<file path="config.mk">
export PLATFORM = sky130hd
export DESIGN_NAME = mmm_ram
export DESIGN_NICKNAME = d
export VERILOG_FILES = /design/src/rtl/core/mmm_ram.sv
export SDC_FILE = /design/constraint.sdc
export NUM_CORES = 1
export LEC_CHECK = 0
export BUFFER_PORTS_ARGS = -buffer_cell sky130_fd_sc_hd__buf_4
export CAP_MARGIN = 20
export CORE_MARGIN = 1.5
export CORE_UTILIZATION = 56
export CTS_CLUSTER_DIAMETER = 40
export DETAILED_ROUTE_END_ITERATION = 10
export HOLD_SLACK_MARGIN = 0.08
export PLACE_DENSITY_LB_ADDON = 0.12
export SYNTH_ARGS = -nofsm -noshare
export SYNTH_HDL_FRONTEND = slang
export SYNTH_SLANG_ARGS = --single-unit
</file>
<file path="constraint.sdc">
create_clock -name clk -period 2.45 [get_ports clk]
set_input_delay 0.245 -clock clk [delete_from_list [all_inputs] [get_ports clk]]
set_output_delay 0.245 -clock clk [all_outputs]
set_load 0.005 [all_outputs]
</file>
<file path="src/rtl/core/mmm_ram.sv">
// generic single-port ram with registered read
module mmm_ram #(
    parameter int WIDTH = 16,
    parameter int DEPTH = 64
) (
    input  logic                     clk,
    input  logic                     we,
    input  logic [$clog2(DEPTH)-1:0] addr,
    input  logic [WIDTH-1:0]         wdata,
    output logic [WIDTH-1:0]         rdata
);

    logic [WIDTH-1:0] mem [DEPTH];
    logic [WIDTH-1:0] rdata_reg;

    always_ff @(posedge clk)
    begin
        if (we)
        begin
            mem[addr] <= wdata;
        end
        rdata_reg <= mem[addr];
    end

    assign rdata = rdata_reg;

endmodule

</file>
==> impl_metrics.ini <==
[grt]
grt_pass1_wl_mm = 157
grt_util_all_layers_pct = 31.0
grt_pass1_vias = 22800
grt_antenna_before_repair = 4
grt_start_max_net_pins = 65
grt-ovfl-total = 0

[worst_hold_path]
hp-start = wdata[12]
hp-class = in2reg

[detailed_routing]
drt_iter0_markers = 3121
vias = 23700
ant_nets = 0
drcViolationCount = 0
wire_per_inst_um = 30.4
viasPerCell = 6.59
wirelength_mm = 109
drt_pre_antenna_iters = 6

[yosys]
synth_area_per_cell_um2 = 17.4
synth_fp_nets = 2288
yosysSeqAreaShare_pct = 78.7
async_flop_share_pct = 0
yosys_warnings = 0
synth_ff_type = edfxtp_1
synth_area_um2 = 39500
synth_edf_count = 1024
yosysUniqueCellTypes = 55
ys_ff_latch = 1040
syn_inst = 2264

[clocking]
cts.sinks = 1040
cts_made_buffers = 132
clkSlewWorstSetupHoldPaths_ns = 0.06
cts_buffer_depth = 3
cts_max_level = 4
clk_latency_ns = 0.71
cts_tree = built
cts_root_buffer = clkbuf_16

[floorplanning]
die_w_um = 269
core_um2 = 69900
initial_core_util_pct = 56.5
die_y_um = 269
dieArea_um2 = 72100
fp-row-count = 97
io_pins = 40

[critical_path]
worst_setup_path_start_kind = flip-flop
cp_top_family = compound AO/OA/AOI/OAI gates
cp-end-kind = flip-flop
cpMaxStageDelayCell = a2111oi_1
critPathMostFrequentCell = buf_4
worstPathCellList = mux2i_1 > o22ai_1 > a2111oi_1 > buf_4 > a211oi_1 > buf_4 > or4_1
cp_data_arrival_time_ns = 2.96
cp_max_fo = 1
crit_buf_inv = 2
critical_path_class = reg2reg
rr_startpoint = mem[6][6]$_DFFE_PP_
cp-startpoint = mem[6][6]$_DFFE_PP_
crit_required_ns = 3.03
slowest_delay_ns = 0.48

[place]
dp_hpwl_mm = 67.5
dp_slack_ns = -0.300
place_area_um2 = 43200
port_buffers = 39
gp_congestion = 0.900

[timing]
slew_headroom_pct = 38.3
period_needed_ns = 2.38
drv_slew = 0
fin_ws_ns = 0.0743
max_slew.worst_pin.slew_ns = 0.925
fmax_mhz = 421
setup_viol = 0
fin_crit_sh_pct = 97.0
finalHoldViolCount = 0
finalClockSkew_ns = 0.0198
hold_ws_ns = 0.0960
rsz0062_at_grt = false

[pwr]
power.switching_uw = 9020
ir_drop_mv = 0.802
p_sw_share_pct = 21.4
p_leak_uw = 0.0159
seqPwrFrac_pct = 47.0
clkPwrFrac_pct = 47.7
powerDensity_nw_per_um2 = 881
power.total_uw = 42200
internal_power_uw = 33100
p_comb_share_pct = 5.3

[cells_and_area]
postLayoutCellArea_um2 = 47800
fin_nets = 2577
largest_reg_flops = 1024
fill_cells = 4618
antenna_cells = 0
postLayoutCoreUtil_pct = 68.4
final_layout_size_suffix_gt1_share_pct = 21.7
area_delta_synth_final_pct = 21.2

[outcome]
status = finished clean

[run]
drv_cap = 0
## placed cells by master, fill, tap and decap left out, types with 40 or more instances in the layout
| cell type | netlist | layout |
|---|---|---|
| a21oi_1 | 74 | 74 |
| edfxtp_1 | 1024 | 1024 |
| buf_12 | 0 | 70 |
| nand2_1 | 40 | 40 |
| a22oi_1 | 196 | 196 |
| a221oi_1 | 106 | 106 |
| mux2i_1 | 154 | 154 |
| buf_4 | 16 | 244 |
| nor2_1 | 159 | 148 |
| o22ai_1 | 58 | 58 |
| clkbuf_16 | 0 | 136 |
## synthesized netlist by cell type, types with 17 or more instances
| cell | instances | area, µm² |
|---|---|---|
| o21ai_0 | 29 | 145 |
| clkbuf_1 | 62 | 233 |
| a22oi_1 | 196 | 1470 |
| nand2_1 | 40 | 150 |
| buf_2 | 62 | 310 |
| mux2i_1 | 154 | 1540 |
| o22a_1 | 27 | 236 |
| a22o_1 | 21 | 184 |
| a31oi_1 | 23 | 144 |
| mux2_2 | 17 | 191 |
| o22ai_1 | 58 | 363 |
| a21oi_1 | 74 | 370 |
| a211oi_1 | 20 | 150 |
| edfxtp_1 | 1024 | 30700 |
| a221oi_1 | 106 | 928 |
| nor2_1 | 159 | 597 |
## cell type report
| class | instances | area (µm²) | share of cell area, % |
|---|---|---|---|
| flip-flops and latches | 1040 | 31100 | 65.0 |
| multi-input cells | 1060 | 7680 | 16.1 |
| clock inverters | 95 | 1190 | 2.48 |
| well taps | 940 | 1180 | 2.46 |
| repair buffers | 317 | 3270 | 6.84 |
| inverters | 2 | 7.51 | 0.0157 |
| clock buffers | 146 | 3440 | 7.19 |
## through the flow
stage                     TNS, ns  instances
after CTS                       0       3600
after global routing            0       3600
final                           0       3600
after detailed placement    -7.82       3358
after floorplan           -120.20       2264
after global placement      -6.37       3358
## metal layers
layer / track usage [%] / part of all wire [%]
met5: 0 / 0.042
met1: 45.0 / 41
met2: 46.4 / 46
met3: 7.39 / 11
met4: 10.6 / 3.0
## power groups by stage
stage          combinational (µW)  sequential, µW  clock [µW]
4_1_cts                      2210           19800       20300
3_5_place_dp                 2200           20200           0
2_1_floorplan                 979           20100           0
5_1_grt                      2360           19800       21000
6_report                     2250           19800       20100
3_3_place_gp                 2170           20200           0
## cells by family after synthesis
kind of cell / Yosys count / synth area share, %
mux: 178 / 4.76
compound gates: 617 / 11.5
flops: 1040 / 78.7
simple gates: 265 / 2.93
buf+inv: 164 / 2.08
## path summary, 6_finish.rpt
path | endpoint | slack [ns] | cells past startpoint
worst min register to register | rdata[14]$_DFF_P_ | 0.75 | 4
worst max register to register | rdata[6]$_DFF_P_ | 0.07 | 7
worst max-delay path | rdata[6]$_DFF_P_ | 0.07 | 7
worst min-delay path | mem[14][12]$_DFFE_PP_ | 0.1 | 1
## what timing repair did
item	4_1_cts	5_1_grt
buffers inserted	0	0
hold buffers	1	0
hold endpoints to repair	1	0
setup endpoints to repair	0	5
gates resized for setup	0	6
No activity file was read; power rests on OpenSTA's default activity.
