[src/rtl/core/mmm_pkg.sv]
// shared types and constants for the matrix multiply block
package mmm_pkg;

    localparam int MAX_DIM_DEF     = 8;
    localparam int VALUE_WIDTH_DEF = 16;
    localparam int DIM_REG_W       = 4;
    localparam int RESULT_W        = 35;
    localparam int CFG_INDEX_W     = 2;

    localparam logic [1:0] REQ_LOAD_A  = 2'd0;
    localparam logic [1:0] REQ_LOAD_B  = 2'd1;
    localparam logic [1:0] REQ_COMPUTE = 2'd2;

    localparam logic [CFG_INDEX_W-1:0] REG_ROWS_A    = 2'd0;
    localparam logic [CFG_INDEX_W-1:0] REG_INNER_DIM = 2'd1;
    localparam logic [CFG_INDEX_W-1:0] REG_COLS_B    = 2'd2;

    localparam logic [DIM_REG_W-1:0] DIM_RESET = 4'd8;

    typedef enum logic [1:0] {
        ST_IDLE,
        ST_FEED,
        ST_DRAIN,
        ST_EMIT
    } state_t;

    // control that travels along the cell chain with each operand
    typedef struct packed {
        logic valid;
        logic first;
    } chain_ctl_t;

endpackage

[src/rtl/core/mmm_cell.sv]
// one chain cell: holds a column of b, multiplies and accumulates one result column
module mmm_cell #(
    parameter int MAX_DIM     = mmm_pkg::MAX_DIM_DEF,
    parameter int VALUE_WIDTH = mmm_pkg::VALUE_WIDTH_DEF,
    parameter int IDX_W       = $clog2(MAX_DIM),
    parameter int ACC_W       = 2 * VALUE_WIDTH + $clog2(MAX_DIM)
) (
    input  logic                    clk,
    input  logic                    rst_n,
    input  mmm_pkg::chain_ctl_t     in_ctl,
    input  logic [IDX_W-1:0]        in_k,
    input  logic [VALUE_WIDTH-1:0]  in_a,
    output mmm_pkg::chain_ctl_t     out_ctl,
    output logic [IDX_W-1:0]        out_k,
    output logic [VALUE_WIDTH-1:0]  out_a,
    input  logic                    b_we,
    input  logic [IDX_W-1:0]        b_addr,
    input  logic [VALUE_WIDTH-1:0]  b_data,
    output logic signed [ACC_W-1:0] acc
);

    logic [VALUE_WIDTH-1:0] b_col [MAX_DIM];

    mmm_pkg::chain_ctl_t            pass_ctl_reg;
    logic [IDX_W-1:0]               pass_k_reg;
    logic [VALUE_WIDTH-1:0]         pass_a_reg;
    mmm_pkg::chain_ctl_t            prod_ctl_reg;
    logic signed [2*VALUE_WIDTH-1:0] prod_reg;
    logic signed [2*VALUE_WIDTH-1:0] prod_next;
    logic signed [VALUE_WIDTH-1:0]  a_s;
    logic signed [VALUE_WIDTH-1:0]  b_s;
    logic signed [ACC_W-1:0]        acc_reg;
    logic signed [ACC_W-1:0]        acc_next;

    assign a_s       = signed'(in_a);
    assign b_s       = signed'(b_col[in_k]);
    assign prod_next = a_s * b_s;

    always_comb
    begin
        acc_next = acc_reg;
        if (prod_ctl_reg.valid)
        begin
            if (prod_ctl_reg.first)
            begin
                acc_next = ACC_W'(prod_reg);
            end
            else
            begin
                acc_next = acc_reg + ACC_W'(prod_reg);
            end
        end
    end

    always_ff @(posedge clk)
    begin
        if (b_we)
        begin
            b_col[b_addr] <= b_data;
        end
    end

    always_ff @(posedge clk or negedge rst_n)
    begin
        if (!rst_n)
        begin
            pass_ctl_reg <= '0;
            prod_ctl_reg <= '0;
        end
        else
        begin
            pass_ctl_reg <= in_ctl;
            prod_ctl_reg <= in_ctl;
        end
    end

    always_ff @(posedge clk)
    begin
        pass_k_reg <= in_k;
        pass_a_reg <= in_a;
        prod_reg   <= prod_next;
        acc_reg    <= acc_next;
    end

    assign out_ctl = pass_ctl_reg;
    assign out_k   = pass_k_reg;
    assign out_a   = pass_a_reg;
    assign acc     = acc_reg;

endmodule

[config.mk]
export PLATFORM = sky130hd
export DESIGN_NAME = mmm_cell
export DESIGN_NICKNAME = d
export VERILOG_FILES = /design/src/rtl/core/mmm_pkg.sv /design/src/rtl/core/mmm_cell.sv
export SDC_FILE = /design/constraint.sdc
export NUM_CORES = 1
export LEC_CHECK = 0
export ABC_AREA = 1
export BUFFER_PORTS_ARGS = -buffer_cell sky130_fd_sc_hd__buf_2
export CORE_AREA = 2 2 196 198
export DETAILED_ROUTE_END_ITERATION = 10
export DIE_AREA = 0 0 198 200
export HOLD_SLACK_MARGIN = 0.05
export PLACE_DENSITY = 0.72
export SLEW_MARGIN = 15
export SYNTH_ARGS = -nofsm -noshare
export SYNTH_HDL_FRONTEND = slang
export SYNTH_SLANG_ARGS = --single-unit
[constraint.sdc]
create_clock -name clk -period 6.91 [get_ports clk]
set_clock_uncertainty 0.2 [all_clocks]
set_input_delay 1.0365 -clock clk [delete_from_list [all_inputs] [get_ports clk]]
set_output_delay 1.0365 -clock clk [all_outputs]
set_load 0.02 [all_outputs]
==> flow_summary_export.csv, run 1 <==
group,metric,value,unit
run_status,status,"finished clean",
route,detail_route.wirelength,55300,µm
grt,groute.usage.overall,0.292,
timing,achievable-frequency,0.149,GHz
clock_tree,clk_latency,550,ps
logic_synthesis,post_synthesis_mean_instance_area,8.87,µm²
timing,min_period_over_period,0.970,
timing,hold_viol_final,0,
cells_and_area,antenna_cells,0,
placed_design,gp_congestion,1.01,
floorplan,die_height,200,µm
logic_synthesis,synth_sequential_area_ratio,0.293,
logic_synthesis,syn_nets,2715,
timing,worstMarginPinSlew,1100,ps
grt,via_count_of_the_first_global_routing_pass,17322,
logic_synthesis,netlist_instances,2293,
floorplan,floorplan.io_pins,99,
job,cap_violations,0,
cells_and_area,area_delta_synth_final,16.1,%
clock_tree,worst_setup_hold_path_clk_slew,60,ps
cells_and_area,final_cells,3100,
cells_and_area,largest_reg_flops,128,
placed_design,dp_slack,-564,ps
timing,finalWorstSetupSlack,205,ps
floorplan,fp.coreArea,37400,µm²
logic_synthesis,synth-main-ff-cell,"sky130_fd_sc_hd__edfxtp_1",
placed_design,dp_hpwl,45200,µm
grt,grt_antenna_before_repair,0,
clock_tree,clock_tree_from_tritoncts,"done",
floorplan,fp-row-count,71,
route,wirelength_met1,22400,µm
floorplan,floorplan.die.width,198,µm
placed_design,buffers_on_ports,98,
critical_path,critical_path.max_fanout,9,
timing,timing.slew.headroom,0.265,
grt,grt_pass1_wl,89300,µm
timing,unrepaired_setup_endpoints_after_global_routing,"true",
logic_synthesis,asyncSetResetFlopFracSynth,0.00926,
clock_tree,cts-buffers-inserted,24,
grt,grt_max_degree,41,
route,detail_route.vias_per_cell,5.32,
critical_path,critical_path_required,7170,ps
worst_hold_path,hold_wc_path_type,"in2async",
timing,setup_viol,0,
critical_path,critPathArrivalTime,6970,ps
floorplan,fp.dieArea,39600,µm²
route,remaining_drcs,0,
route,met3RoutedLength,4380,µm
critical_path,end_kind,"register",
cells_and_area,finalNetCount,2993,
logic_synthesis,synth_top_area_frac,0.259,
clock_tree,htree_levels,1,
logic_synthesis,synth-edff-count,163,
placed_design,place_inst,3055,
clock_tree,clock-root-buffer,"sky130_fd_sc_hd__clkbuf_16",
logic_synthesis,synthMostInstantiatedCell,"sky130_fd_sc_hd__inv_1",
cells_and_area,layout_cell_share_with_drive_strength_beyond_1,0.187,
route,drt_pre_antenna_iters,7,
clock_tree,cts.path.max_buffers,3,
logic_synthesis,netlist.top_cell.by_area,"sky130_fd_sc_hd__fa_1",
critical_path,cp-start-kind,"primary input",
logic_synthesis,synth-seq-cells,216,
route,postRouteAntennaNets,0,
clock_tree,clock_sinks,216,
route,route.top_layer_used,"met4",
critical_path,worst_r2r_path_depth,25,
critical_path,crit-reg2reg-capture,"prod_reg[30]",
route,detail_route.iter0.violations,1414,
timing,final-max-slew-violation-count,0,
critical_path,worstReg2RegStart,"b_col[6][4]",
timing,final.min_clock_period,6710,ps
logic_synthesis,synth.cell_area,20300,µm²
logic_synthesis,netlist_top_cells_count,"sky130_fd_sc_hd__inv_1 (441), sky130_fd_sc_hd__nand2_1 (432), sky130_fd_sc_hd__nor2_1 (295), sky130_fd_sc_hd__fa_1 (263), sky130_fd_sc_hd__edfxtp_1 (163)",
logic_synthesis,yosysUniqueCellTypes,42,
grt,global_route.overflow_total,0,
route,met2RoutedLength,25700,µm
critical_path,timing.reg2reg.setup_slack,680,ps
floorplan,start_util,0.544,
logic_synthesis,synth-warning-count,0,
route,route.vias.total,16506,
logic_synthesis,synth.area.top_cells,"sky130_fd_sc_hd__fa_1 (26%), sky130_fd_sc_hd__edfxtp_1 (24%), sky130_fd_sc_hd__inv_1 (8.1%)",
route,routedWlPerCell,17.8,µm
critical_path,critPathKind,"in2reg",
cell usage in the layout (no fill, tap or decap), drive strengths merged, types with 35 or more instances in the layout:
master and n:
nand2 491, inv 456, nor2 319, buf 309, fa 263, edfxtp 163
ha 116, o21ai 100, nand3 73, a21oi 62, dfxtp 51, clkbuf 35
logic make-up (layout without fill, tap and decap cells):
kind of cell,count (synthesis),in the layout,synth area share
compound gates,215,215,0.0626
xor+xnor,37,37,0.0159
fa+ha+maj,379,379,0.330
buf+inv,516,812,0.105
flops,216,216,0.293
simple gates,930,930,0.193
how the worst max path moves through the flow:
stage	startpoint	to	slack, ps	depth (start not counted)
floorplan	in_k[0]	prod_reg[25]	130	25
global placement	in_k[0]	prod_reg[25]	-460	23
detailed placement	in_k[0]	prod_reg[25]	-560	23
CTS	in_k[0]	prod_reg[25]	80	24
global route	in_k[0]	prod_reg[25]	-40	27
finish	in_k[1]	prod_reg[21]	200	27
worst max-delay path: stages:
cell	delay, ps
sky130_fd_sc_hd__buf_2	140
sky130_fd_sc_hd__inv_1	80
sky130_fd_sc_hd__buf_4	150
sky130_fd_sc_hd__o21ai_0	110
sky130_fd_sc_hd__o221ai_1	220
sky130_fd_sc_hd__nand2_2	170
sky130_fd_sc_hd__buf_4	230
sky130_fd_sc_hd__inv_1	100
sky130_fd_sc_hd__nand2_1	80
sky130_fd_sc_hd__fa_1	490
sky130_fd_sc_hd__fa_1	510
sky130_fd_sc_hd__inv_1	70
sky130_fd_sc_hd__fa_1	500
sky130_fd_sc_hd__inv_1	50
sky130_fd_sc_hd__fa_1	570
sky130_fd_sc_hd__fa_2	440
sky130_fd_sc_hd__fa_1	520
sky130_fd_sc_hd__inv_1	60
sky130_fd_sc_hd__ha_1	350
sky130_fd_sc_hd__nand2_1	90
sky130_fd_sc_hd__buf_4	130
sky130_fd_sc_hd__nor2_1	120
sky130_fd_sc_hd__inv_1	70
sky130_fd_sc_hd__nor2_1	240
sky130_fd_sc_hd__nand3_1	110
sky130_fd_sc_hd__o21ai_1	160
sky130_fd_sc_hd__xor2_1	150
metal layers:
layer  global-route usage  vias up
li1                     -     7677
met1                0.379     7970
met2                0.493      706
met3               0.0430      153
met4                0.126        0
met5                    0        -
through the flow:
stage | hold WS (ps) | util | area, µm² | TNS (ps)
CTS | 54.0 | 0.628 | 23500 | 0
finish | 78.3 | 0.632 | 23600 | 0
global route | 59.6 | 0.632 | 23600 | -71.4
global placement | 315 | 0.608 | 22700 | -6390
detailed placement | 322 | 0.608 | 22700 | -8390
floorplan | 305 | - | 20300 | 0
area by class of cell:
class | count | area [µm²]
clock buffers | 35 | 682
clock inverters | 9 | 90.1
fillers | 3165 | 13800
inverters | 459 | 1730
multi-input cells | 1561 | 12300
flip-flops and latches | 216 | 5970
well taps | 511 | 639
repair buffers | 309 | 2160
repair_timing:
action                                  4_1_cts  5_1_grt
endpoints found under the setup margin        2       15
pin swaps                                     0        9
endpoints found under the hold margin         0        0
hold buffers                                  0        0
resized for setup                             1       34
buffers inserted                              0        1
Power of run 1 is left out: the tool's default activity adds up to more than one toggle a clock period on the data nets, which glitch-free logic cannot reach.
==> inputs of run 2 (changes only) <==
--- a/config.mk
+++ b/config.mk
@@ -5,13 +5,12 @@
 export SDC_FILE = /design/constraint.sdc
 export NUM_CORES = 1
 export LEC_CHECK = 0
-export ABC_AREA = 1
 export BUFFER_PORTS_ARGS = -buffer_cell sky130_fd_sc_hd__buf_2
-export CORE_AREA = 2 2 196 198
+export CORE_AREA = 2 2 189 191
 export DETAILED_ROUTE_END_ITERATION = 10
-export DIE_AREA = 0 0 198 200
+export DIE_AREA = 0 0 191 193
 export HOLD_SLACK_MARGIN = 0.05
-export PLACE_DENSITY = 0.72
+export PLACE_DENSITY = 0.73
 export SLEW_MARGIN = 15
 export SYNTH_ARGS = -nofsm -noshare
 export SYNTH_HDL_FRONTEND = slang
==> flow_summary_export.csv, run 2 <==
group,metric,value,unit
route,postRouteAntennaNets,0,
clock_tree,cts-buffers-inserted,23,
timing,worstMarginPinSlew,1080,ps
timing,timing.slew.headroom,0.276,
route,remaining_drcs,0,
floorplan,floorplan.die.width,191,µm
timing,final.min_clock_period,7230,ps
cells_and_area,area_delta_synth_final,20.2,%
timing,achievable-frequency,0.138,GHz
critical_path,critical_path_required,7170,ps
logic_synthesis,synth-seq-cells,216,
timing,final-max-slew-violation-count,0,
logic_synthesis,netlist_instances,1687,
critical_path,worst_r2r_path_depth,24,
cells_and_area,layout_common_cells,"sky130_fd_sc_hd__inv_1 (307), sky130_fd_sc_hd__fa_1 (260), sky130_fd_sc_hd__buf_4 (167), sky130_fd_sc_hd__edfxtp_1 (163), sky130_fd_sc_hd__nand2_1 (148)",
grt,groute.usage.overall,0.242,
floorplan,fp.dieArea,36900,µm²
clock_tree,cts.path.max_buffers,3,
critical_path,worstReg2RegStart,"b_col[3][5]",
clock_tree,clock_sinks,216,
critical_path,critPathArrivalTime,7490,ps
critical_path,cp-start-kind,"primary input",
logic_synthesis,synth_sequential_area_ratio,0.316,
route,drt_pre_antenna_iters,5,
critical_path,end_kind,"register",
clock_tree,clock-root-buffer,"sky130_fd_sc_hd__clkbuf_16",
timing,hold_viol_final,0,
critical_path,crit-reg2reg-capture,"prod_reg[23]",
logic_synthesis,post_synthesis_mean_instance_area,11.2,µm²
cells_and_area,final.fill_count,2679,
logic_synthesis,synth-main-ff-cell,"sky130_fd_sc_hd__edfxtp_1",
logic_synthesis,synth-edff-count,163,
route,detail_route.vias_per_cell,5.29,
logic_synthesis,syn_nets,2109,
floorplan,start_util,0.541,
job,cap_violations,0,
cells_and_area,finalNetCount,2376,
logic_synthesis,synthMostInstantiatedCell,"sky130_fd_sc_hd__inv_1",
clock_tree,clock_tree_from_tritoncts,"done",
critical_path,critical_path.max_fanout,6,
cells_and_area,antenna_cells,0,
cells_and_area,layout_cell_share_with_drive_strength_beyond_1,0.238,
logic_synthesis,netlist.top_cell.by_area,"sky130_fd_sc_hd__fa_1",
placed_design,dp_hpwl,32900,µm
placed_design,buffers_on_ports,98,
floorplan,fp-row-count,69,
clock_tree,clk_latency,540,ps
route,routedWlPerCell,17.5,µm
route,detail_route.wirelength,42600,µm
timing,finalWorstSetupSlack,-322,ps
worst_hold_path,hold_wc_path_type,"in2async",
grt,via_count_of_the_first_global_routing_pass,13783,
logic_synthesis,synth-warning-count,0,
grt,grt_max_degree,70,
floorplan,fp.coreArea,35000,µm²
logic_synthesis,asyncSetResetFlopFracSynth,0.00926,
floorplan,floorplan.io_pins,99,
clock_tree,worst_setup_hold_path_clk_slew,60,ps
logic_synthesis,synth_top_area_frac,0.279,
placed_design,gp_congestion,0.900,
logic_synthesis,yosysUniqueCellTypes,66,
run_status,failed_checks,"negative setup slack",
grt,grt_pass1_wl,69800,µm
floorplan,die_height,193,µm
critical_path,critPathKind,"in2reg",
critical_path,timing.reg2reg.setup_slack,60,ps
grt,global_route.overflow_total,0,
run_status,status,"finished with violations",
cells_and_area,largest_reg_flops,128,
cells_and_area,layout_commonest_cell,"sky130_fd_sc_hd__inv_1",
timing,unrepaired_setup_endpoints_after_global_routing,"true",
timing,finalSetupTns,-1750,ps
clock_tree,htree_levels,1,
grt,grt_antenna_before_repair,0,
placed_design,dp_slack,-1060,ps
route,route.vias.total,12868,
logic_synthesis,synth.cell_area,18900,µm²
timing,setup_viol,9,
logic_synthesis,netlist_top_cells_count,"sky130_fd_sc_hd__inv_1 (321), sky130_fd_sc_hd__fa_1 (263), sky130_fd_sc_hd__edfxtp_1 (163), sky130_fd_sc_hd__nand2_1 (154), sky130_fd_sc_hd__ha_1 (116)",
timing,min_period_over_period,1.05,
route,detail_route.iter0.violations,688,
logic_synthesis,synth.area.top_cells,"sky130_fd_sc_hd__fa_1 (28%), sky130_fd_sc_hd__edfxtp_1 (26%), sky130_fd_sc_hd__ha_1 (7.7%)",
run 2: cell count changes after synthesis, moves of 34 or more:
cell	previous run	this run
sky130_fd_sc_hd__and2_1	0	45
sky130_fd_sc_hd__clkbuf_1	16	50
sky130_fd_sc_hd__inv_1	441	321
sky130_fd_sc_hd__nand2_1	432	154
sky130_fd_sc_hd__nand2_2	59	0
sky130_fd_sc_hd__nand3_1	72	15
sky130_fd_sc_hd__nor2_1	295	42
sky130_fd_sc_hd__nor2b_1	0	76
run 2: worst max-delay path by stage:
stage / start / endpoint / slack [ps]
floorplan: in_k[0] / prod_reg[31] / -670
global placement: in_k[0] / prod_reg[29] / -940
detailed placement: in_k[0] / prod_reg[31] / -1060
CTS: in_k[0] / prod_reg[31] / -230
global route: in_k[0] / prod_reg[23] / -500
finish: in_k[0] / prod_reg[23] / -320
run 2: cells by family (layout without fill, tap and decap cells):
group / count (synthesis) / in the layout / synth area share
AND/OR/NAND/NOR: 411 / 411 / 0.110
adder cells (fa/ha/maj): 379 / 379 / 0.355
buffers and inverters: 375 / 658 / 0.0745
flip-flops: 216 / 216 / 0.316
AO/OA/AOI/OAI: 191 / 191 / 0.0655
XOR/XNOR: 62 / 62 / 0.0287
multiplexers: 53 / 54 / 0.0500
run 2: routing by layer:
| layer | track usage | routed length [µm] |
|---|---|---|
| met1 | 0.324 | 18200 |
| met2 | 0.426 | 21100 |
| met3 | 0.0282 | 2440 |
| met4 | 0.0552 | 829 |
| met5 | 0 | 0 |
run 2: cell type report:
class | instances | area, µm² | area share
inverters | 321 | 1210 | 0.0531
flip-flops and latches | 216 | 5970 | 0.263
clock inverters | 7 | 81.3 | 0.00358
clock buffers | 35 | 671 | 0.0295
well taps | 461 | 577 | 0.0254
multi-input cells | 1097 | 12000 | 0.527
repair buffers | 295 | 2240 | 0.0987
run 2: timing repair:
| action | in CTS | in global routing |
|---|---|---|
| buffers inserted | 16 | 7 |
| endpoints found under the setup margin | 12 | 13 |
| endpoints found under the hold margin | 0 | 0 |
| pin swaps | 42 | 29 |
| gates resized for setup | 48 | 42 |
| hold buffers | 0 | 0 |
| gates cloned | 3 | 0 |
run 2: critical path, stage by stage:
cell and delay, ps:
sky130_fd_sc_hd__buf_12 100, sky130_fd_sc_hd__buf_12 140, sky130_fd_sc_hd__buf_12 110, sky130_fd_sc_hd__mux4_2 500
sky130_fd_sc_hd__mux2_4 340, sky130_fd_sc_hd__nand2_4 70, sky130_fd_sc_hd__inv_2 30, sky130_fd_sc_hd__fa_1 490
sky130_fd_sc_hd__inv_2 40, sky130_fd_sc_hd__fa_1 510, sky130_fd_sc_hd__inv_2 40, sky130_fd_sc_hd__fa_1 550
sky130_fd_sc_hd__inv_2 50, sky130_fd_sc_hd__fa_1 550, sky130_fd_sc_hd__fa_1 440, sky130_fd_sc_hd__fa_1 520
sky130_fd_sc_hd__inv_2 50, sky130_fd_sc_hd__ha_4 240, sky130_fd_sc_hd__nand2_4 70, sky130_fd_sc_hd__o31ai_4 70
sky130_fd_sc_hd__o41a_1 340, sky130_fd_sc_hd__a221o_1 370, sky130_fd_sc_hd__buf_4 150, sky130_fd_sc_hd__buf_6 110
sky130_fd_sc_hd__a21oi_4 150, sky130_fd_sc_hd__o21bai_1 100, sky130_fd_sc_hd__a21oi_1 180, sky130_fd_sc_hd__xnor2_1 130
run 2: metrics by stage:
| step | hold slack [ps] | cells | instance area, µm² | utilization |
|---|---|---|---|---|
| 2_1_floorplan | 309 | 1687 | 19100 | - |
| 3_3_place_gp | 322 | 2368 | 21400 | 0.611 |
| 3_5_place_dp | 331 | 2368 | 21400 | 0.611 |
| 4_1_cts | 61.7 | 2429 | 22500 | 0.644 |
| 5_1_grt | 66.0 | 2432 | 22700 | 0.650 |
| 6_report | 81.9 | 2432 | 22700 | 0.650 |
Power of run 2 is left out for the same reason.
